==> src/rtl/core/fph_pkg.sv <==
// ----------------------------------------------------------------------------
// fph_pkg: shared types and constants of the fit policy heap allocator
// Table entry layout, cell command bus, status and state codes, heap sizing.
// ----------------------------------------------------------------------------
package fph_pkg;

  localparam int MAX_BLOCKS_DEF = 64;
  localparam int HEADER_BYTES   = 16;
  localparam int PAGE_BYTES     = 4096;
  localparam int HEAP_ADDR_BITS = 20;
  localparam int HEAP_RESET     = 65536;
  localparam int HEAP_CAP       = ((1 << HEAP_ADDR_BITS) / PAGE_BYTES) * PAGE_BYTES;
  localparam int IDX_BUS_W      = 10;
  localparam int CFG_W          = 20;
  localparam int SIZE_W         = 21;
  localparam int OUT_W          = 20;

  localparam logic       OP_ALLOC  = 1'b0;
  localparam logic       OP_FREE   = 1'b1;
  localparam logic [2:0] FIT_BEST  = 3'd0;
  localparam logic [2:0] FIT_WORST = 3'd1;
  localparam logic [2:0] FIT_FIRST = 3'd2;
  localparam logic [2:0] FIT_NEXT  = 3'd3;

  typedef logic [HEAP_ADDR_BITS-1:0] addr_t;

  typedef struct packed {
    addr_t offset;
    addr_t size;
    logic  free;
  } entry_t;

  typedef enum logic [2:0] {
    CELL_HOLD,
    CELL_ROTATE,
    CELL_LOAD,
    CELL_WRITE,
    CELL_INSERT,
    CELL_DELETE
  } cell_op_t;

  typedef struct packed {
    cell_op_t             op;
    logic [IDX_BUS_W-1:0] idx;
    entry_t               data;
  } cell_cmd_t;

  typedef enum logic [1:0] {
    ST_OK      = 2'd0,
    ST_NO_FIT  = 2'd1,
    ST_FULL    = 2'd2,
    ST_UNKNOWN = 2'd3
  } status_t;

  typedef enum logic [3:0] {
    S_IDLE,
    S_SCAN,
    S_EVAL,
    S_SPLIT,
    S_MARK,
    S_FSCAN,
    S_FEVAL,
    S_FMARK,
    S_DEL,
    S_WR,
    S_DONE
  } state_t;

  // Returns {table not empty, size of the single free block}.
  function automatic logic [HEAP_ADDR_BITS:0] init_block(input logic [CFG_W-1:0] hb);
    logic [21:0] want;
    logic [21:0] total;
    want = {2'b00, hb};
    if (want > 22'(HEAP_CAP - HEADER_BYTES)) want = 22'(HEAP_CAP - HEADER_BYTES);
    total = (want + 22'(HEADER_BYTES + PAGE_BYTES - 1)) & ~22'(PAGE_BYTES - 1);
    return {hb != '0, HEAP_ADDR_BITS'(total - 22'(HEADER_BYTES))};
  endfunction

endpackage

==> src/rtl/core/fph_cell.sv <==
// ----------------------------------------------------------------------------
// fph_cell: one block table entry
// Holds one entry and rotates, inserts or deletes with its neighbors.
// ----------------------------------------------------------------------------
module fph_cell #(
  parameter int CELL_INDEX = 0
) (
  input  logic               clk,
  input  fph_pkg::cell_cmd_t cmd,
  input  fph_pkg::entry_t    left,
  input  fph_pkg::entry_t    right,
  output fph_pkg::entry_t    q
);
  import fph_pkg::*;

  localparam logic [IDX_BUS_W-1:0] ME = IDX_BUS_W'(CELL_INDEX);

  entry_t q_next;

  always_comb begin
    q_next = q;
    case (cmd.op)
      CELL_ROTATE: q_next = right;
      CELL_LOAD:   if (ME == '0) q_next = cmd.data;
      CELL_WRITE:  if (ME == cmd.idx) q_next = cmd.data;
      CELL_INSERT: begin
        if (ME == cmd.idx) q_next = cmd.data;
        else if (ME > cmd.idx) q_next = left;
      end
      CELL_DELETE: if (ME >= cmd.idx) q_next = right;
      default:     q_next = q;
    endcase
  end

  always_ff @(posedge clk) begin
    q <= q_next;
  end
endmodule

==> config.mk <==
export PLATFORM = sky130hd
export DESIGN_NAME = fph_cell
export DESIGN_NICKNAME = d
export VERILOG_FILES = /design/src/rtl/core/fph_pkg.sv /design/src/rtl/core/fph_cell.sv
export SDC_FILE = /design/constraint.sdc
export NUM_CORES = 1
export LEC_CHECK = 0
export BUFFER_PORTS_ARGS = -buffer_cell sky130_fd_sc_hd__buf_2
export CAP_MARGIN = 25
export CORE_AREA = 3 3 86 88
export DETAILED_ROUTE_END_ITERATION = 7
export DIE_AREA = 0 0 89 91
export PLACE_DENSITY = 0.85
export SYNTH_ARGS = -nofsm -noshare
export SYNTH_HDL_FRONTEND = slang
export SYNTH_SLANG_ARGS = --single-unit
==> constraint.sdc <==
create_clock -name clk -period 7.8 [get_ports clk]
set_input_delay 1.56 -clock clk [delete_from_list [all_inputs] [get_ports clk]]
set_output_delay 1.56 -clock clk [all_outputs]
set_load 0.02 [all_outputs]
==> run metrics, run 1 <==
CTS resizes 0; Crit Path Class in2reg; layout cells sized above 1 0.408; final non-filler cell total 568; final setup fails 0; Slew @ Worst Pin 0.938 ns; Max Clk Rate 262 MHz; peak supply drop 78.0 uV; Cells after Synth 347; Layout Utilization 0.628; synthesized cell area 3240 sq um; final hold vios 0; TNS Setup 0 ns; Clock H-tree levels 2; HPWL after DPL 6.60 mm; Routed WL per cell 18.4 um; Largest regs q: 41 flops; Die W 89 um; Worst Hold Class in2reg; Worst path max stage delay 0.72 ns; antenna cells 0; Initial DRT Pass Iterations 5; Worst EP required 7.96 ns; # fillers 563; Cell Rows 30; multi-input combinational cell area 1640 sq um; register area 1230 sq um; Tmin final 3.82 ns; top-area cell type share of the netlist area 0.380; max_slew headroom 0.374; Slowest-stage cell, CP nor3_4; root buf cell clkbuf_8; clock buffer depth 2; die area 8100 sq um; Leakage 1.84 nW; GRT Util Overall 0.245; hold_buf cts 0; Routability Congestion 0.790; Vias 3625; DRT antenna net count 0; Unique masters post-synth 19; IO Pins 178; GRT overflow 0; Net count, final 624; Clock Pin Slew Worst Setup and Hold Paths 0.09 ns; most area-hungry cell type in the Yosys netlist edfxtp_1; CP max FO 44; Yosys reg bits 41; Top reg by flops q; Worst EP arrival 3.98 ns; Setup Fix Bufs, Post-CTS 0; yosys warns 0; unrepaired setup endpoints after global routing no; outcome finished, final reports clean; max reg flops 41; Post-Syn Nets 484; sequential area share after synthesis 0.380; Final Cycle Share 0.490; Initial Util 0.482; Synth Area per Inst 9.34 sq um; DR DRC count 0; Iteration-0 DRC Markers 262; TritonCTS clock tree built; first-pass GRT wire length 16.1 mm; # clock sinks 41; Crit path max-delay family simple AND/OR/NAND/NOR gates; antenna violations before repair 0; DRT Wirelength 10.4 mm; Max Cap Violations 0; Crit path top cell by count buf_4; CTS Buf Count 5; number of global-route vias before repair 3420; Core ar. 6720 sq um; Cell Pwr Density 160 nW/um^2; input/output buffers 177; Bufs and invs on worst path 3; CP cell instances buf_2 -> or4_2 -> buf_4 -> nor3_4 -> buf_4 -> a311o_1; largest net degree at the start of global routing 88; placed cell count 558; Slew Limit Fails 0; synthesis-to-finish area growth 30.1%; Startpoint Class input pin; largest cells by area after synthesis edfxtp_1 (38%), o311a_1 (13%), a311o_1 (13%); die height 91 um; element type at the critical path end flip-flop; Via density 6.38
final cells by class:
type,count,share of cell area
inverters,41,0.0365
clock inverters,3,0.0154
multi-input cells,214,0.388
flip-flops and latches,41,0.292
well taps,80,0.0237
clock buffers,5,0.0163
repair buffers,184,0.228
layout by cell type (no fill, tap or decap), types with 2 or more instances in the layout:
cell type / n
inv_1: 41
a311o_1: 41
clkbuf_8: 5
buf_4: 5
o311a_1: 41
o21ai_0: 41
a221oi_1: 41
edfxtp_1: 41
buf_2: 177
bufinv_16: 2
buf_12: 2
nor2_1: 41
worst paths after layout:
check / end / cells past startpoint / slack [ns] / from
worst max-delay path: q[4] / 6 / 3.98 / cmd[41]
worst min-delay path: q[22] / 2 / 1.59 / cmd[22]
cell usage after synthesis:
cell	number
or4_4	1
buf_6	5
nor3_2	1
buf_1	1
o41ai_1	1
nor2_1	41
edfxtp_1	41
nor3b_1	1
o21ai_0	41
a221oi_1	41
or4_1	1
clkbuf_1	35
or2_2	1
buf_2	10
inv_1	41
nor2b_1	1
o311a_1	42
o311ai_0	1
a311o_1	41
cell families after synthesis:
| kind of cell | Yosys count | share of synthesized area |
|---|---|---|
| simple gates | 47 | 0.0625 |
| buf+inv | 92 | 0.122 |
| compound gates | 167 | 0.436 |
| flops | 41 | 0.380 |
routing by layer:
| metal | vias to the layer above | GRT usage | part of all wire |
|---|---|---|---|
| li1 | 1698 | - | - |
| met1 | 1694 | 0.318 | 0.40 |
| met5 | - | 0 | 0 |
| met2 | 209 | 0.407 | 0.49 |
| met3 | 24 | 0.0508 | 0.092 |
| met4 | 0 | 0.0695 | 0.019 |
where the power goes:
| group | internal [mW] | switching [mW] |
|---|---|---|
| clock network | 0.127 | 0.0784 |
| logic | 0.0791 | 0.110 |
| registers | 0.272 | 0.00681 |
per-stage QoR:
step                hold WS [ns]  setup WS [ns]  power [mW]  instance area (sq um)
floorplan                   1.79           3.62       0.394                   3240
global placement            1.89           3.58       0.464                   4050
detailed placement          1.89           3.48       0.470                   4050
CTS                         1.58           3.78       0.674                   4180
global route                1.58           3.88       0.707                   4220
finish                      1.59           3.98       0.674                   4220
(Power assumes the default switching activity.)
==> run 2: changes to the inputs <==
--- a/config.mk
+++ b/config.mk
@@ -5,12 +5,13 @@
 export SDC_FILE = /design/constraint.sdc
 export NUM_CORES = 1
 export LEC_CHECK = 0
+export ABC_AREA = 1
 export BUFFER_PORTS_ARGS = -buffer_cell sky130_fd_sc_hd__buf_2
 export CAP_MARGIN = 25
-export CORE_AREA = 3 3 86 88
+export CORE_AREA = 3 3 88 90
 export DETAILED_ROUTE_END_ITERATION = 7
-export DIE_AREA = 0 0 89 91
-export PLACE_DENSITY = 0.85
+export DIE_AREA = 0 0 91 93
+export PLACE_DENSITY = 0.8
 export SYNTH_ARGS = -nofsm -noshare
 export SYNTH_HDL_FRONTEND = slang
 export SYNTH_SLANG_ARGS = --single-unit
==> constraint.sdc (replaced) <==
create_clock -name clk -period 3.9 [get_ports clk]
set_input_delay 0.78 -clock clk [delete_from_list [all_inputs] [get_ports clk]]
set_output_delay 0.78 -clock clk [all_outputs]
set_load 0.02 [all_outputs]
==> run 2 against run 1 <==
Compared with the run above: sequential share of layout area increased by 0.59 points; cell area decreased by 2.0%; sequential power increased by 97%; die area increased by 4.5%; via count decreased by 4.8%; sequential cell count unchanged; largest cell class unchanged; first-iteration DRC count decreased by 47%.
==> run metrics, run 2 <==
Vias 3452; Initial DRT Pass Iterations 6; clock network fraction of design power 0.275; Cell Pwr Density 293 nW/um^2; Max Clk Rate 448 MHz; die height 93 um; clock buffer depth 2; ys async rst share 0; GRT Util Overall 0.218; placed cell count 673; CTS Buf Count 5; Routability Congestion 0.792; Unique masters post-synth 18; root buf cell clkbuf_8; Slew Limit Fails 0; Setup WS pre-CTS 1.37 ns; hold_buf cts 0; layout cells sized above 1 0.349; GRT overflow 0; IO Pins 178; Largest regs q: 41 flops; largest cells by area after synthesis edfxtp_1 (39%), nand3_1 (19%), inv_1 (10%); Die W 91 um; Post-DP Area 4030 sq um; final non-filler cell total 681; Clock H-tree levels 2; ys flop type edfxtp_1; antenna violations before repair 0; DRT Wirelength 9.47 mm; Switching Fraction 0.288; Cell Rows 31; number of global-route vias before repair 3356; Routed WL per cell 13.9 um; synthesis-to-finish area growth 30.8%; CTS resizes 0; Via density 5.07; HPWL after DPL 6.77 mm; min setup slack post-route 1.67 ns; # clock sinks 41; DR DRC count 0; Leakage 2.07 nW; final hold vios 0; max_slew headroom 0.413; Sequential Power Share 0.455; top-count cell post-synth nand3_1; first-pass GRT wire length 15.1 mm; synthesized cell area 3160 sq um; die area 8460 sq um; internal power 0.861 mW; TritonCTS clock tree built; Final Total Pwr 1.21 mW; Cells after Synth 424; Final Cycle Share 0.573; sequential area share after synthesis 0.389; Max Cap Violations 0; EDFF count, synth 41; Yosys reg bits 41; part of the power in combinational logic 0.270; Clock Pin Slew Worst Setup and Hold Paths 0.08 ns; Iteration-0 DRC Markers 140; Top reg by flops q; Slew @ Worst Pin 0.880 ns; antenna cells 0; unrepaired setup endpoints after global routing no; max reg flops 41; element type at the critical path end flip-flop; Startpoint Class input pin; largest net degree at the start of global routing 83; Net count, final 718; most common cell after layout, fill and taps aside buf_2; Post-synth top cells nand3_1 (123), inv_1 (84), nand2_1 (43); Post-Syn Nets 561; Synth Area per Inst 7.46 sq um; Setup Fix Bufs, Post-CTS 0; switching power 0.349 mW; TNS Setup 0 ns; outcome finished, final reports clean; Tmin final 2.23 ns; Crit Path Class in2reg; Core ar. 7140 sq um; Worst EP required 4.07 ns; CP max FO 41; Initial Util 0.443; most area-hungry cell type in the Yosys netlist edfxtp_1; yosys warns 0; Worst Hold Class in2reg; top-area cell type share of the netlist area 0.389; input/output buffers 177; most frequent cells in the layout buf_2 (177), nand3_1 (123), inv_1 (84); DRT antenna net count 0; final setup fails 0; final instance area 4140 sq um; Worst EP arrival 2.40 ns; peak supply drop 129 uV
## run 2: cell families after synthesis
kind of cell / count (synthesis) / share of synthesized area
AOI/OAI and AO/OA: 85 / 0.168
buffers and inverters: 121 / 0.171
DFF: 41 / 0.389
and+or+nand+nor: 177 / 0.272
## run 2: power by group through the flow
stage / Sequential [mW] / Combinational [mW] / Clock (mW)
2_1_floorplan: 0.617 / 0.137 / 0
3_3_place_gp: 0.559 / 0.320 / 0
3_5_place_dp: 0.562 / 0.328 / 0
4_1_cts: 0.552 / 0.329 / 0.340
5_1_grt: 0.554 / 0.364 / 0.357
6_report: 0.551 / 0.327 / 0.332
## run 2: worst paths after layout
check,cells past startpoint,endpoint,startpoint
setup / recovery,6,q[12],cmd[43]
hold / removal,4,q[23],left[23]
## run 2: routing by layer
| metal | routed length [um] | track usage |
|---|---|---|
| met1 | 3450 | 0.245 |
| met2 | 5010 | 0.403 |
| met3 | 836 | 0.0563 |
| met4 | 170 | 0.0691 |
| met5 | 0 | 0 |
## run 2: cell type report
class,count,area [sq um]
fill,720,3000
multi-input combinational,262,1400
sequential,41,1230
timing repair buffer,183,943
inverter,88,330
tap,99,124
clock buffer,6,72.6
clock inverter,2,33.8
## run 2: per-stage QoR
stage           util  hold slack, ns
3_5_place_dp   0.565            1.16
3_3_place_gp   0.565            1.16
2_1_floorplan      -            1.07
5_1_grt        0.579           0.869
6_report       0.579           0.871
4_1_cts        0.579           0.856
## run 2: critical path, stage by stage
cell      delay [ns]
buf_2           0.10
nor2_2          0.15
nand3_2         0.70
o21bai_1        0.47
nand3_1         0.12
nand2_1         0.08
==> run 3: changes to the inputs <==
--- a/config.mk
+++ b/config.mk
@@ -5,13 +5,13 @@
 export SDC_FILE = /design/constraint.sdc
 export NUM_CORES = 1
 export LEC_CHECK = 0
-export ABC_AREA = 1
+export ABC_AREA = 0
 export BUFFER_PORTS_ARGS = -buffer_cell sky130_fd_sc_hd__buf_2
 export CAP_MARGIN = 25
-export CORE_AREA = 3 3 88 90
+export CORE_AREA = 3 3 93 95
 export DETAILED_ROUTE_END_ITERATION = 7
-export DIE_AREA = 0 0 91 93
-export PLACE_DENSITY = 0.8
+export DIE_AREA = 0 0 96 98
+export PLACE_DENSITY = 0.77
 export SYNTH_ARGS = -nofsm -noshare
 export SYNTH_HDL_FRONTEND = slang
 export SYNTH_SLANG_ARGS = --single-unit
==> constraint.sdc (replaced) <==
create_clock -name clk -period 2 [get_ports clk]
set_input_delay 0.4 -clock clk [delete_from_list [all_inputs] [get_ports clk]]
set_output_delay 0.4 -clock clk [all_outputs]
set_load 0.02 [all_outputs]
==> run 3 against run 2 <==
Compared with the run above: wire length is 15% higher; sequential cell count is the same; cell area rose by 8.1%; critical path type unchanged; combinational power up 140%; largest power group unchanged; first-iteration DRC count grew 61%; setup slack got worse by 1.6 ns; sequential share of layout area decreased by 2.2 points; clock-buffer cell count down 1.
==> run metrics, run 3 (same netlist as run 1, synthesis figures left out) <==
outcome finished, final reports clean; Vias 3588; Slew @ Worst Pin 0.317 ns; Initial DRT Pass Iterations 5; Cell Rows 32; GRT Util Overall 0.223; HPWL after DPL 7.86 mm; Die W 96 um; max reg flops 41; Slowest-stage cell, CP or4_4; Initial Util 0.415; Largest regs q: 41 flops; Routability Congestion 0.794; TNS Setup 0 ns; die area 9410 sq um; Top reg by flops q; Crit Path Class in2reg; Via density 5.92; antenna cells 0; CP cell instances buf_2 -> or4_4 -> o41ai_2 -> o311a_4 -> buf_12; Hold Slack 0.436 ns; Slew Limit Fails 0; CTS resizes 0; CP max FO 21; die height 98 um; TritonCTS clock tree built; Clock Pin Slew Worst Setup and Hold Paths 0.09 ns; final setup fails 0; synthesis-to-finish area growth 37.9%; Startpoint Class input pin; number of global-route vias before repair 3566; Cell Pwr Density 571 nW/um^2; placed cell count 598; IO Pins 178; peak supply drop 266 uV; clock buffer depth 2; element type at the critical path end flip-flop; DRT antenna net count 0; # clock sinks 41; Net count, final 640; largest net degree at the start of global routing 43; Worst Hold Class in2reg; Layout Utilization 0.573; hold_buf cts 0; max_slew headroom 0.788; Final Total Pwr 2.55 mW; Final Cycle Share 0.958; root buf cell clkbuf_8; Setup Fix Bufs, Post-CTS 0; most common cell after layout, fill and taps aside buf_2; Iteration-0 DRC Markers 225; Max Cap Violations 0; Worst EP required 2.00 ns; Leakage 1.93 nW; Worst EP arrival 1.91 ns; Routed WL per cell 18.0 um; final hold vios 0; Core ar. 7810 sq um; DRT Wirelength 10.9 mm; unrepaired setup endpoints after global routing no; input/output buffers 177; layout cells sized above 1 0.429; antenna violations before repair 1; first-pass GRT wire length 16.8 mm; CTS Buf Count 5; Clock H-tree levels 2; final non-filler cell total 606; Worst path max stage delay 0.58 ns; Max Clk Rate 522 MHz; DR DRC count 0; GRT overflow 0; Tmin final 1.92 ns
[run 3: layout make-up]
type	instances	area, sq um
Timing Repair Buffer	200	1180
Fill cell	704	3340
Clock buffer	5	68.8
Tap cell	102	128
Inverter	41	154
Clock inverter	3	41.3
Multi-Input combinational cell	214	1660
Sequential cell	41	1230
[run 3: power breakdown]
part | switching [mW] | internal, mW
Clock | 0.303 | 0.368
Combinational | 0.444 | 0.350
Sequential | 0.0267 | 1.06
Total | 0.774 | 1.78
[run 3: worst paths after layout]
| path | to | cells past startpoint | startpoint |
|---|---|---|---|
| min | q[10] | 2 | cmd[10] |
| max | q[17] | 5 | cmd[41] |
[run 3: routing by layer]
layer	wire length, um	GRT usage	up-vias
met3	963	0.0424	18
met1	4430	0.288	1653
li1	-	-	1730
met4	163	0.0635	2
met5	15	0	-
met2	5320	0.375	185
[run 3: worst max-delay path, delay by kind of cell]
| kind | cells | cell delay, ns |
|---|---|---|
| compound gates | 2 | 0.64 |
| buf+inv | 2 | 0.28 |
| simple gates | 1 | 0.58 |
[run 3: per-stage QoR]
| stage | setup slack, ns | instance area [sq um] |
|---|---|---|
| 2_1_floorplan | -0.345 | 3280 |
| 3_3_place_gp | -0.191 | 4360 |
| 3_5_place_dp | -0.228 | 4360 |
| 4_1_cts | 0.0838 | 4470 |
| 5_1_grt | 0.0424 | 4470 |
| 6_report | 0.0838 | 4470 |
