`src/rtl/core/fph_pkg.sv`:
```
// ----------------------------------------------------------------------------
// fph_pkg: shared types and constants of the fit policy heap allocator
// Table entry layout, cell command bus, status and state codes, heap sizing.
// ----------------------------------------------------------------------------
package fph_pkg;

  localparam int MAX_BLOCKS_DEF = 64;
  localparam int HEADER_BYTES   = 16;
  localparam int PAGE_BYTES     = 4096;
  localparam int HEAP_ADDR_BITS = 20;
  localparam int HEAP_RESET     = 65536;
  localparam int HEAP_CAP       = ((1 << HEAP_ADDR_BITS) / PAGE_BYTES) * PAGE_BYTES;
  localparam int IDX_BUS_W      = 10;
  localparam int CFG_W          = 20;
  localparam int SIZE_W         = 21;
  localparam int OUT_W          = 20;

  localparam logic       OP_ALLOC  = 1'b0;
  localparam logic       OP_FREE   = 1'b1;
  localparam logic [2:0] FIT_BEST  = 3'd0;
  localparam logic [2:0] FIT_WORST = 3'd1;
  localparam logic [2:0] FIT_FIRST = 3'd2;
  localparam logic [2:0] FIT_NEXT  = 3'd3;

  typedef logic [HEAP_ADDR_BITS-1:0] addr_t;

  typedef struct packed {
    addr_t offset;
    addr_t size;
    logic  free;
  } entry_t;

  typedef enum logic [2:0] {
    CELL_HOLD,
    CELL_ROTATE,
    CELL_LOAD,
    CELL_WRITE,
    CELL_INSERT,
    CELL_DELETE
  } cell_op_t;

  typedef struct packed {
    cell_op_t             op;
    logic [IDX_BUS_W-1:0] idx;
    entry_t               data;
  } cell_cmd_t;

  typedef enum logic [1:0] {
    ST_OK      = 2'd0,
    ST_NO_FIT  = 2'd1,
    ST_FULL    = 2'd2,
    ST_UNKNOWN = 2'd3
  } status_t;

  typedef enum logic [3:0] {
    S_IDLE,
    S_SCAN,
    S_EVAL,
    S_SPLIT,
    S_MARK,
    S_FSCAN,
    S_FEVAL,
    S_FMARK,
    S_DEL,
    S_WR,
    S_DONE
  } state_t;

  // Returns {table not empty, size of the single free block}.
  function automatic logic [HEAP_ADDR_BITS:0] init_block(input logic [CFG_W-1:0] hb);
    logic [21:0] want;
    logic [21:0] total;
    want = {2'b00, hb};
    if (want > 22'(HEAP_CAP - HEADER_BYTES)) want = 22'(HEAP_CAP - HEADER_BYTES);
    total = (want + 22'(HEADER_BYTES + PAGE_BYTES - 1)) & ~22'(PAGE_BYTES - 1);
    return {hb != '0, HEAP_ADDR_BITS'(total - 22'(HEADER_BYTES))};
  endfunction

endpackage

```
`src/rtl/core/fph_req_if.sv`:
```
// ----------------------------------------------------------------------------
// fph_req_if: request channel
// Valid/ready channel carrying one allocate or free request.
// ----------------------------------------------------------------------------
interface fph_req_if;
  logic        valid;
  logic        ready;
  logic        op;
  logic [20:0] alloc_size;
  logic [2:0]  fit_policy;
  logic [19:0] free_offset;

  modport source(output valid, op, alloc_size, fit_policy, free_offset, input ready);
  modport sink(input valid, op, alloc_size, fit_policy, free_offset, output ready);
endinterface

```
`src/rtl/core/fph_rsp_if.sv`:
```
// ----------------------------------------------------------------------------
// fph_rsp_if: response channel
// Valid/ready channel carrying one status and payload offset.
// ----------------------------------------------------------------------------
interface fph_rsp_if;
  logic        valid;
  logic        ready;
  logic [1:0]  status;
  logic [19:0] payload_offset;

  modport source(output valid, status, payload_offset, input ready);
  modport sink(input valid, status, payload_offset, output ready);
endinterface

```
`src/rtl/core/fph_ctrl.sv`:
```
// ----------------------------------------------------------------------------
// fph_ctrl: allocator sequencer
// Scans the rotating cell row, picks blocks, splits, frees and merges.
// ----------------------------------------------------------------------------
module fph_ctrl #(
  parameter int MAX_BLOCKS = fph_pkg::MAX_BLOCKS_DEF
) (
  input  logic                       clk,
  input  logic                       rst,
  input  logic                       cfg_we,
  input  logic [fph_pkg::CFG_W-1:0]  cfg_wdata,
  fph_req_if.sink                    req,
  fph_rsp_if.source                  rsp,
  input  fph_pkg::entry_t            head,
  output fph_pkg::cell_cmd_t         cmd
);
  import fph_pkg::*;

  localparam int IDX_W = $clog2(MAX_BLOCKS);
  localparam int CNT_W = $clog2(MAX_BLOCKS + 1);
  localparam int KEY_W = CNT_W + 1;

  state_t state, state_next;

  logic [IDX_W-1:0]  pos, pick, lc, start, cur, del;
  logic [CNT_W-1:0]  count;
  logic              lcv, found, grab;
  logic              r_op;
  logic [SIZE_W-1:0] r_size;
  logic [2:0]        r_pol;
  logic [OUT_W-1:0]  r_foff;
  addr_t             pick_off, pick_size, mark_size, cur_off, cur_size;
  addr_t             prev_off, prev_size, l_off, l_size, nb_size;
  logic              prev_free, l_free, l_ok, nb_free, nb_ok;
  logic [KEY_W-1:0]  best_key;
  status_t           st;
  addr_t             payload;
  logic              rsp_valid;
  logic [1:0]        rsp_status;
  logic [OUT_W-1:0]  rsp_payload;

  logic [HEAP_ADDR_BITS:0] init_cfg, init_rst;
  logic                    accept, last_pos, head_live, head_fit, better, bad_alloc;
  logic [KEY_W-1:0]        key;
  addr_t                   rem;
  logic [CNT_W-1:0]        lc_plus;

  assign init_cfg  = init_block(cfg_wdata);
  assign init_rst  = init_block(CFG_W'(HEAP_RESET));
  assign accept    = req.valid && req.ready;
  assign last_pos  = pos == IDX_W'(MAX_BLOCKS - 1);
  assign head_live = CNT_W'(pos) < count;
  assign head_fit  = head_live && head.free && ({1'b0, head.size} >= r_size);
  assign key       = (pos >= start) ? KEY_W'(pos) - KEY_W'(start)
                                    : KEY_W'(pos) + KEY_W'(count) - KEY_W'(start);
  assign rem       = pick_size - HEAP_ADDR_BITS'(r_size);
  assign lc_plus   = CNT_W'(lc) + CNT_W'(1);
  assign bad_alloc = (req.fit_policy > FIT_NEXT) || (req.alloc_size == '0) || (count == '0);

  always_comb begin
    case (r_pol)
      FIT_BEST:  better = !found || (head.size < pick_size);
      FIT_WORST: better = !found || (head.size > pick_size);
      FIT_FIRST: better = !found;
      FIT_NEXT:  better = !found || (key < best_key);
      default:   better = 1'b0;
    endcase
  end

  assign req.ready          = state == S_IDLE;
  assign rsp.valid          = rsp_valid;
  assign rsp.status         = rsp_status;
  assign rsp.payload_offset = rsp_payload;

  // Next state.
  always_comb begin
    state_next = state;
    case (state)
      S_IDLE: if (accept) begin
        if (req.op == OP_FREE) state_next = S_FSCAN;
        else if (bad_alloc) state_next = S_DONE;
        else state_next = S_SCAN;
      end
      S_SCAN:  if (last_pos) state_next = S_EVAL;
      S_EVAL: begin
        if (!found) state_next = S_DONE;
        else if (rem > addr_t'(HEADER_BYTES))
          state_next = (count >= CNT_W'(MAX_BLOCKS)) ? S_DONE : S_SPLIT;
        else state_next = S_MARK;
      end
      S_SPLIT: state_next = S_MARK;
      S_MARK:  state_next = S_DONE;
      S_FSCAN: if (last_pos) state_next = S_FEVAL;
      S_FEVAL: state_next = found ? S_FMARK : S_DONE;
      S_FMARK: state_next = ((l_ok && l_free) || (nb_ok && nb_free)) ? S_DEL : S_DONE;
      S_DEL:   state_next = S_WR;
      S_WR:    state_next = (nb_ok && nb_free) ? S_DEL : S_DONE;
      S_DONE:  if (!rsp_valid || rsp.ready) state_next = S_IDLE;
      default: state_next = S_IDLE;
    endcase
  end

  // Cell commands.
  always_comb begin
    cmd.op   = CELL_HOLD;
    cmd.idx  = '0;
    cmd.data = '0;
    if (rst || cfg_we) begin
      cmd.op   = CELL_LOAD;
      cmd.data = '{offset: '0, size: rst ? init_rst[HEAP_ADDR_BITS-1:0]
                                         : init_cfg[HEAP_ADDR_BITS-1:0], free: 1'b1};
    end else begin
      case (state)
        S_SCAN, S_FSCAN: cmd.op = CELL_ROTATE;
        S_SPLIT: begin
          cmd.op   = CELL_INSERT;
          cmd.idx  = IDX_BUS_W'(pick) + IDX_BUS_W'(1);
          cmd.data = '{offset: pick_off + addr_t'(HEADER_BYTES) + addr_t'(r_size),
                       size: rem - addr_t'(HEADER_BYTES), free: 1'b1};
        end
        S_MARK: begin
          cmd.op   = CELL_WRITE;
          cmd.idx  = IDX_BUS_W'(pick);
          cmd.data = '{offset: pick_off, size: mark_size, free: 1'b0};
        end
        S_FMARK: begin
          cmd.op   = CELL_WRITE;
          cmd.idx  = IDX_BUS_W'(pick);
          cmd.data = '{offset: pick_off, size: pick_size, free: 1'b1};
        end
        S_DEL: begin
          cmd.op  = CELL_DELETE;
          cmd.idx = IDX_BUS_W'(del);
        end
        S_WR: begin
          cmd.op   = CELL_WRITE;
          cmd.idx  = IDX_BUS_W'(cur);
          cmd.data = '{offset: cur_off, size: cur_size, free: 1'b1};
        end
        default: cmd.op = CELL_HOLD;
      endcase
    end
  end

  always_ff @(posedge clk) begin
    if (rst) begin
      state     <= S_IDLE;
      count     <= CNT_W'(init_rst[HEAP_ADDR_BITS]);
      lc        <= '0;
      lcv       <= 1'b0;
      rsp_valid <= 1'b0;
    end else begin
      state <= state_next;
      if (rsp_valid && rsp.ready && state != S_DONE) rsp_valid <= 1'b0;
      if (cfg_we) begin
        count <= CNT_W'(init_cfg[HEAP_ADDR_BITS]);
        lc    <= '0;
        lcv   <= 1'b0;
      end
      case (state)
        S_IDLE: if (accept) begin
          r_op     <= req.op;
          r_size   <= req.alloc_size;
          r_pol    <= req.fit_policy;
          r_foff   <= req.free_offset;
          pos      <= '0;
          found    <= 1'b0;
          grab     <= 1'b0;
          nb_ok    <= 1'b0;
          l_ok     <= 1'b0;
          payload  <= '0;
          st       <= ST_NO_FIT;
          start    <= (req.fit_policy == FIT_NEXT && lcv && lc_plus < count)
                      ? IDX_W'(lc_plus) : '0;
        end
        S_SCAN: begin
          pos <= pos + IDX_W'(1);
          if (head_fit && better) begin
            found     <= 1'b1;
            pick      <= pos;
            pick_off  <= head.offset;
            pick_size <= head.size;
            best_key  <= key;
          end
        end
        S_EVAL: begin
          if (found && rem > addr_t'(HEADER_BYTES)) begin
            st <= ST_FULL;
            mark_size <= addr_t'(r_size);
          end else if (found) begin
            mark_size <= pick_size;
            lc        <= pick;
          end
        end
        S_SPLIT: begin
          count <= count + CNT_W'(1);
          lc    <= pick + IDX_W'(1);
        end
        S_MARK: begin
          lcv     <= 1'b1;
          st      <= ST_OK;
          payload <= pick_off + addr_t'(HEADER_BYTES);
        end
        S_FSCAN: begin
          pos       <= pos + IDX_W'(1);
          prev_off  <= head.offset;
          prev_size <= head.size;
          prev_free <= head.free;
          if (grab) begin
            nb_size <= head.size;
            nb_free <= head.free;
            grab    <= 1'b0;
          end
          if (!found && head_live &&
              (head.offset + addr_t'(HEADER_BYTES) == addr_t'(r_foff))) begin
            found     <= 1'b1;
            pick      <= pos;
            pick_off  <= head.offset;
            pick_size <= head.size;
            l_off     <= prev_off;
            l_size    <= prev_size;
            l_free    <= prev_free;
            l_ok      <= pos != '0;
            nb_ok     <= CNT_W'(pos) + CNT_W'(1) < count;
            grab      <= 1'b1;
          end
        end
        S_FEVAL: st <= found ? ST_OK : ST_UNKNOWN;
        S_FMARK: begin
          if (l_ok && l_free) begin
            cur      <= pick - IDX_W'(1);
            cur_off  <= l_off;
            cur_size <= l_size + pick_size + addr_t'(HEADER_BYTES);
            del      <= pick;
          end else begin
            cur      <= pick;
            cur_off  <= pick_off;
            cur_size <= pick_size + nb_size + addr_t'(HEADER_BYTES);
            del      <= pick + IDX_W'(1);
            nb_ok    <= 1'b0;
          end
        end
        S_DEL: begin
          count <= count - CNT_W'(1);
          if (lcv) begin
            if (lc == del) lc <= del - IDX_W'(1);
            else if (lc > del) lc <= lc - IDX_W'(1);
          end
        end
        S_WR: if (nb_ok && nb_free) begin
          cur_size <= cur_size + nb_size + addr_t'(HEADER_BYTES);
          del      <= cur + IDX_W'(1);
          nb_ok    <= 1'b0;
        end
        S_DONE: if (!rsp_valid || rsp.ready) begin
          rsp_valid   <= 1'b1;
          rsp_status  <= st;
          rsp_payload <= (st == ST_OK && r_op == OP_ALLOC) ? OUT_W'(payload) : '0;
        end
        default: ;
      endcase
    end
  end

`ifndef ASSERT_OFF
  a_count_max: assert property (@(posedge clk) disable iff (rst)
    count <= CNT_W'(MAX_BLOCKS)) else $error("block count above table depth");
  a_lc_range: assert property (@(posedge clk) disable iff (rst)
    (lcv && state == S_IDLE) |-> (CNT_W'(lc) < count)) else $error("last choice out of table");
  a_scan_end: assert property (@(posedge clk) disable iff (rst)
    (state == S_SCAN && last_pos) |=> state == S_EVAL) else $error("scan overran");
  a_split_room: assert property (@(posedge clk) disable iff (rst)
    state == S_SPLIT |-> count < CNT_W'(MAX_BLOCKS)) else $error("split into full table");
`endif
endmodule

```
`src/flat_wrapper.sv`:
```
// flat-port wrapper written by rule: the top's interface ports become plain ports
module fph_ctrl_flat import fph_pkg::*;
#(
  parameter int MAX_BLOCKS = fph_pkg::MAX_BLOCKS_DEF
)
  (clk, rst, cfg_we, cfg_wdata, head, cmd, req_valid, req_op, req_alloc_size, req_fit_policy, req_free_offset, req_ready, rsp_valid, rsp_status, rsp_payload_offset, rsp_ready);
  fph_req_if req_i ();
  fph_rsp_if rsp_i ();
  input  logic clk;
  input  logic rst;
  input  logic cfg_we;
  input  logic [fph_pkg::CFG_W-1:0] cfg_wdata;
  input  fph_pkg::entry_t head;
  output fph_pkg::cell_cmd_t cmd;
  input wire logic [$bits(req_i.valid)-1:0] req_valid;
  input wire logic [$bits(req_i.op)-1:0] req_op;
  input wire logic [$bits(req_i.alloc_size)-1:0] req_alloc_size;
  input wire logic [$bits(req_i.fit_policy)-1:0] req_fit_policy;
  input wire logic [$bits(req_i.free_offset)-1:0] req_free_offset;
  output wire logic [$bits(req_i.ready)-1:0] req_ready;
  output wire logic [$bits(rsp_i.valid)-1:0] rsp_valid;
  output wire logic [$bits(rsp_i.status)-1:0] rsp_status;
  output wire logic [$bits(rsp_i.payload_offset)-1:0] rsp_payload_offset;
  input wire logic [$bits(rsp_i.ready)-1:0] rsp_ready;
  assign req_i.valid = req_valid;
  assign req_i.op = req_op;
  assign req_i.alloc_size = req_alloc_size;
  assign req_i.fit_policy = req_fit_policy;
  assign req_i.free_offset = req_free_offset;
  assign req_ready = req_i.ready;
  assign rsp_valid = rsp_i.valid;
  assign rsp_status = rsp_i.status;
  assign rsp_payload_offset = rsp_i.payload_offset;
  assign rsp_i.ready = rsp_ready;
  fph_ctrl #(.MAX_BLOCKS(MAX_BLOCKS)) u_core (.clk(clk), .rst(rst), .cfg_we(cfg_we), .cfg_wdata(cfg_wdata), .req(req_i), .rsp(rsp_i), .head(head), .cmd(cmd));
endmodule
```
`config.mk`:
```
export PLATFORM = sky130hd
export DESIGN_NAME = fph_ctrl_flat
export DESIGN_NICKNAME = d
export VERILOG_FILES = /design/src/rtl/core/fph_pkg.sv /design/src/rtl/core/fph_req_if.sv /design/src/rtl/core/fph_rsp_if.sv /design/src/rtl/core/fph_ctrl.sv /design/src/flat_wrapper.sv
export SDC_FILE = /design/constraint.sdc
export NUM_CORES = 1
export LEC_CHECK = 0
export ABC_AREA = 1
export BUFFER_PORTS_ARGS = -buffer_cell sky130_fd_sc_hd__buf_2
export CAP_MARGIN = 5
export CORE_ASPECT_RATIO = 0.75
export CORE_UTILIZATION = 50
export DETAILED_ROUTE_END_ITERATION = 6
export HOLD_SLACK_MARGIN = 0.08
export PLACE_DENSITY_LB_ADDON = 0.25
export SLEW_MARGIN = 5
export SYNTH_ARGS = -nofsm -noshare
export SYNTH_HDL_FRONTEND = slang
export SYNTH_SLANG_ARGS = --single-unit
```
`constraint.sdc`:
```
create_clock -name clk -period 8 [get_ports clk]
set_input_delay 0.4 -clock clk [delete_from_list [all_inputs] [get_ports clk]]
set_output_delay 0.4 -clock clk [all_outputs]
set_load 0.02 [all_outputs]
```
==> flow_summary.json, run 1 <==
{
  "status": "finished clean",
  "antenna_found_initial": 3,
  "syn_to_final_growth_pct": 15.0,
  "avgRoutedWirePerCell_um": 20.2,
  "dp_cells": 3588,
  "maxSlewHeadroom": 0.220,
  "grt_max_degree": 54,
  "worstSetupEndpointType": "register",
  "clock-skew-final_ps": 39.0,
  "drc": 0,
  "setup_tns_ps": 0,
  "leakagePower_nw": 12.3,
  "route.antenna.remaining_nets": 0,
  "cap_violations": 0,
  "wl_um": 75300,
  "min_period_ps": 5720,
  "internal_power_w": 0.00414,
  "rows": 69,
  "grt_pass1_vias": 20500,
  "diodes": 0,
  "layout_common_cells": "nand2_1 (476), inv_1 (367), edfxtp_1 (334), nor2_1 (263), ha_1 (250)",
  "netSwitchingFraction": 0.383,
  "ir_drop_uv": 185,
  "hpwlAfterDp_um": 57900,
  "num-fill-cells": 4173,
  "final_common_cell": "nand2_1",
  "synth_edf_count": 334,
  "clockBufferDepth": 3,
  "core_sq_um": 47900,
  "yosysUniqueCellTypes": 67,
  "synth_top_area_frac": 0.409,
  "worstSetupPathType": "register to register",
  "grt_usage": 0.300,
  "setup_viol": 0,
  "cellPowerDensity_nw_per_um2": 238,
  "synthFlopType": "edfxtp_1",
  "hold_buffers": 67,
  "die_w_um": 258,
  "vias": 21400,
  "cts_tree": "done",
  "rsz0062_at_grt": "false",
  "numCtsBuffers": 39,
  "ys_async_sr_fraction": 0,
  "drt-initial-drc-count": 2271,
  "largest_register": "u_core.r_size",
  "p_switching_w": 0.00257,
  "p_comb_frac": 0.362,
  "synth-seq-area-share": 0.425,
  "arrival_ps": 5960,
  "p_seq_frac": 0.359,
  "worst_pin_slew_ps": 1170,
  "drive_gt1_frac": 0.123,
  "post-cts-setup-buffers": 0,
  "worstHoldPathType": "primary input to register",
  "finalHoldViolCount": 0,
  "fmax_mhz": 175,
  "path_clk_slew_ps": 60,
  "place_congestion": 0.958,
  "io-pin-count": 189,
  "grt_pass1_wl_um": 116000,
  "ys_warn_count": 0,
  "pwr-share-clk": 0.280,
  "dieArea_sq_um": 49900,
  "via_per_inst": 5.75,
  "startpoint_type": "register",
  "synthTopCellsByArea": "edfxtp_1 (41%), ha_1 (13%), nand2_1 (7.3%), inv_1 (5.6%), a21oi_1 (4.5%)",
  "largest_reg_flops": 21,
  "detail_route.first_pass.iterations": 6,
  "worstPathRequired_ps": 8230,
  "cts-resized-gates": 0,
  "whs_ps": 101,
  "root_buffer": "clkbuf_16",
  "path_max_fanout": 27,
  "start_util": 0.512,
  "synth_area_sq_um": 24500,
  "fin_crit_sh": 0.716,
  "chipHeight_um": 194,
  "slew_violations": 0,
  "avgSynthCellArea_sq_um": 8.77,
  "yosysTopAreaCell": "edfxtp_1",
  "nets": 3431,
  "clkLatencyLatePin_ps": 590,
  "grt-ovfl-total": 0,
  "ys_seq_elements": 353,
  "io_buffers": 185,
  "final_cells": 3727,
  "netlist_instances": 2796,
  "cts_max_level": 2,
  "cts_sinks": 353
}
## per-layer routing
metal	track usage	part of all wire
met5	0	0.00017
met3	0.0711	0.11
met1	0.449	0.46
met4	0.0739	0.020
met2	0.432	0.42
## worst max-delay path, stage by stage (launching register included)
cell and delay, ps:
edfxtp_1 480, inv_1 130, fa_1 490, inv_1 40
ha_1 340, a21oi_1 140, nand2_1 90, a21oi_1 180
o21ai_0 130, and2_1 170, nor2_1 80, inv_1 40
a21oi_1 150, nor2_1 60, o21ai_0 200, inv_1 90
ha_1 290, nand2_1 90, nor2_1 50, a211oi_1 210
nand3_1 130, nand3_1 80, nand2_1 60, nand2_1 90
nand3_1 160, a21oi_4 940, buf_4 450
## final cells by class
type / count / area (sq um) / area share
Multi-Input combinational cell: 2016 / 12500 / 0.444
Clock buffer: 43 / 991 / 0.0352
Sequential cell: 353 / 10400 / 0.369
Tap cell: 639 / 800 / 0.0284
Clock inverter: 29 / 313 / 0.0111
Timing Repair Buffer: 270 / 1730 / 0.0614
Inverter: 377 / 1420 / 0.0502
## power by group through the flow
| stage | logic, W | registers, W | clock network [W] |
|---|---|---|---|
| finish | 0.00243 | 0.00241 | 0.00188 |
| global route | 0.00272 | 0.00242 | 0.00197 |
| global placement | 0.00230 | 0.00244 | 0 |
| floorplan | 0.00169 | 0.00239 | 0 |
| detailed placement | 0.00233 | 0.00244 | 0 |
| CTS | 0.00238 | 0.00240 | 0.00190 |
## metrics by stage
stage                     power (W)   util  worst slack, ps  area [sq um]
after floorplan             0.00408      -             1960         24500
after global placement      0.00473  0.547             2520         26200
after detailed placement    0.00478  0.547             2340         26200
after CTS                   0.00667  0.588             2280         28200
after global routing        0.00710  0.588             1830         28200
final                       0.00671  0.588             2280         28200
## synth_stat cells, drive strengths merged (11+ instances only)
master  number
xor2        74
inv        373
o211ai      21
nand3      149
a211oi      12
clkbuf      41
or2         20
a22oi       15
dfxtp       19
nor4        19
nor2       280
edfxtp     334
buf         11
fa          13
ha         250
nand4       35
xnor2       34
o21ai      194
nand2      506
a21oi      226
nor3        48
a221oi      23
o22ai       13
o21bai      15
## cells by family (layout without fill, tap and decap cells)
kind of cell	count (synthesis)	in the layout	share of synthesized area
compound gates	565	565	0.135
fa+ha+maj	263	263	0.138
simple gates	1075	1075	0.194
xor+xnor	108	108	0.0392
mux	2	2	0.000817
other cells	1	3	0.000153
flops	353	353	0.425
buf+inv	429	719	0.0674
## path summary, 6_finish.rpt
| check | depth (start not counted) | from | to | slack [ps] |
|---|---|---|---|---|
| worst min register to register | 0 | u_core.prev_off[10] | u_core.l_off[10] | 420 |
| worst min-delay path | 1 | head[6] | u_core.prev_size[5] | 100 |
| worst max register to register | 26 | u_core.pos[2] | u_core.pick_size[19] | 2280 |
| worst max-delay path | 26 | u_core.pos[2] | u_core.pick_size[19] | 2280 |
(Power assumes the default switching activity.)
==> run 2, diff against run 1 <==
ABC_AREA = 0   (was 1)
clock period = 4.8 ns   (was 8 ns; I/O delays follow)
==> flow_summary.json, run 2 <==
{
  "worstSetupEndpointType": "output pin",
  "drc": 0,
  "cts_sinks": 353,
  "grt_pass1_wl_um": 112000,
  "nets": 2979,
  "via_per_inst": 6.07,
  "status": "finished clean",
  "p_comb_frac": 0.339,
  "worst-path-buf-inv": 4,
  "layout_common_cells": "edfxtp_1 (334), ha_1 (250), nand2_1 (200), buf_2 (185), a21oi_1 (160)",
  "clock-skew-final_ps": 30.4,
  "syn_to_final_growth_pct": 17.4,
  "whs_ps": 124,
  "p_seq_frac": 0.374,
  "detail_route.first_pass.iterations": 7,
  "synth_top_area_frac": 0.423,
  "pwr-share-clk": 0.287,
  "worstSetupPathType": "register to output pin",
  "drt-initial-drc-count": 2184,
  "root_buffer": "clkbuf_16",
  "synth_area_sq_um": 23700,
  "place_congestion": 1.00,
  "largest_reg_flops": 21,
  "core_sq_um": 46400,
  "start_util": 0.511,
  "ys_async_sr_fraction": 0,
  "clkLatencyLatePin_ps": 570,
  "synthFlopType": "edfxtp_1",
  "yosysMostFrequentCell": "edfxtp_1",
  "antenna_found_initial": 2,
  "ys_warn_count": 0,
  "startpoint_type": "register",
  "ys_seq_elements": 353,
  "hpwlAfterDp_um": 54700,
  "grt_max_degree": 42,
  "pre_cts_ws_ps": 180,
  "avgRoutedWirePerCell_um": 22.7,
  "cap_violations": 0,
  "vias": 19800,
  "grt_usage": 0.305,
  "maxSlewHeadroom": 0.0599,
  "wl_met3_um": 8000,
  "cp_top_family": "compound AO/OA/AOI/OAI gates",
  "grt_pass1_vias": 18900,
  "chipHeight_um": 191,
  "placed_area_sq_um": 25600,
  "synth_commonest_cells": "edfxtp_1 (334), ha_1 (250), nand2_1 (200), a21oi_1 (162), nor2_1 (147)",
  "cellPowerDensity_nw_per_um2": 377,
  "path_common_cell": "inv_1",
  "path_cells": "inv_1 -> ha_1 -> inv_1 -> fa_1 -> a21o_1 -> a221o_2 -> o31a_1 -> xor2_2 -> a2111oi_4 -> buf_4 -> nor3b_1 -> xnor2_1 -> a21boi_0 -> o22ai_1 -> buf_2",
  "cts_max_level": 2,
  "setup_tns_ps": 0,
  "netlist_instances": 2321,
  "worst_pin_slew_ps": 1400,
  "yosysTopAreaCell": "edfxtp_1",
  "design_area_sq_um": 27800,
  "wl_um": 74300,
  "fmax_mhz": 217,
  "cts_tree": "done",
  "io-pin-count": 189,
  "io_buffers": 185,
  "dieArea_sq_um": 48300,
  "clockBufferDepth": 3,
  "largest_register": "u_core.r_size",
  "fin_ws_ps": 187,
  "arrival_ps": 4370,
  "drive_gt1_frac": 0.132,
  "synthTopCellsByArea": "edfxtp_1 (42%), ha_1 (13%), xnor2_1 (4.5%), a21oi_1 (3.4%), nand2_1 (3.2%)",
  "yosysUniqueCellTypes": 82,
  "rsz0062_at_grt": "false",
  "setup_viol": 0,
  "synth_edf_count": 334,
  "slew_violations": 0,
  "finalPower_w": 0.0105,
  "internal_power_w": 0.00670,
  "slowest_stage": "a221o_2",
  "ir_drop_uv": 321,
  "p_switching_w": 0.00377,
  "fin_crit_sh": 0.961,
  "min_period_ps": 4610,
  "leakagePower_nw": 11.2,
  "met1Wirelength_um": 33200,
  "path_max_fanout": 7,
  "route.antenna.remaining_nets": 0,
  "highest_layer": "met4",
  "finalHoldViolCount": 0,
  "netSwitchingFraction": 0.360,
  "avgSynthCellArea_sq_um": 10.2,
  "wl_met2_um": 31400,
  "worstHoldPathType": "primary input to register",
  "rows": 68,
  "numCtsBuffers": 39,
  "final_common_cell": "edfxtp_1",
  "path_clk_slew_ps": 60,
  "crit_path_max_incr_delay_ps": 440,
  "grt-ovfl-total": 0,
  "die_w_um": 253,
  "synth-seq-area-share": 0.439,
  "worstPathRequired_ps": 4560
}
[run 2: final timing paths]
kind | startpoint | to | slack, ps | cells after the start
max | u_core.pick_size[0] | cmd[14] | 190 | 15
min | cfg_wdata[11] | u_core.count[0] | 120 | 4
min reg2reg | u_core.prev_off[1] | u_core.l_off[1] | 410 | 0
max reg2reg | u_core.pick_size[7] | u_core.st[1] | 260 | 11
[run 2: cell families after synthesis]
group,share of synthesized area
and+or+nand+nor,0.145
other,0.000158
muxes,0.00565
xor gates and xnor gates,0.0672
AOI/OAI and AO/OA,0.162
adders and majority gates,0.143
DFF,0.439
buffers and inverters,0.0378
[run 2: repair_timing]
action	CTS	global route
buffers inserted	0	3
gates resized for setup	0	13
hold endpoints to repair	148	0
hold buffers	87	0
setup endpoints to repair	0	61
[run 2: cell type report]
class	instances	area, sq um
sequential	353	10400
antenna	2	5.00
fill	3892	18600
multi-input combinational	1740	12500
clock inverter	28	230
timing repair buffer	324	2270
clock buffer	43	1020
tap	630	788
inverter	147	552
[run 2: power by group through the flow]
stage	sequential [W]	combinational, W	clock [W]
after floorplan	0.00388	0.00234	0
after global placement	0.00396	0.00330	0
after global routing	0.00393	0.00390	0.00315
final	0.00391	0.00355	0.00301
after detailed placement	0.00397	0.00337	0
after CTS	0.00390	0.00346	0.00303
[run 2: worst reg2reg max path: cells and delay by family (launching register included)]
kind	cells	cell delay [ps]
AO/OA/AOI/OAI	5	2290
AND/OR/NAND/NOR	4	660
flip-flops	1	510
adder cells (fa/ha/maj)	1	510
buffers and inverters	1	190
[run 2: metrics by stage]
step	std cells	util
2_1_floorplan	2323	-
3_3_place_gp	3102	0.551
3_5_place_dp	3102	0.551
4_1_cts	3260	0.597
5_1_grt	3265	0.600
6_report	3267	0.600
[run 2: metal layers]
metal  track usage  vias to the layer above
met2         0.450                      977
met3        0.0718                      129
li1              -                     9243
met5             0                        -
met4        0.0741                        0
met1         0.448                     9496
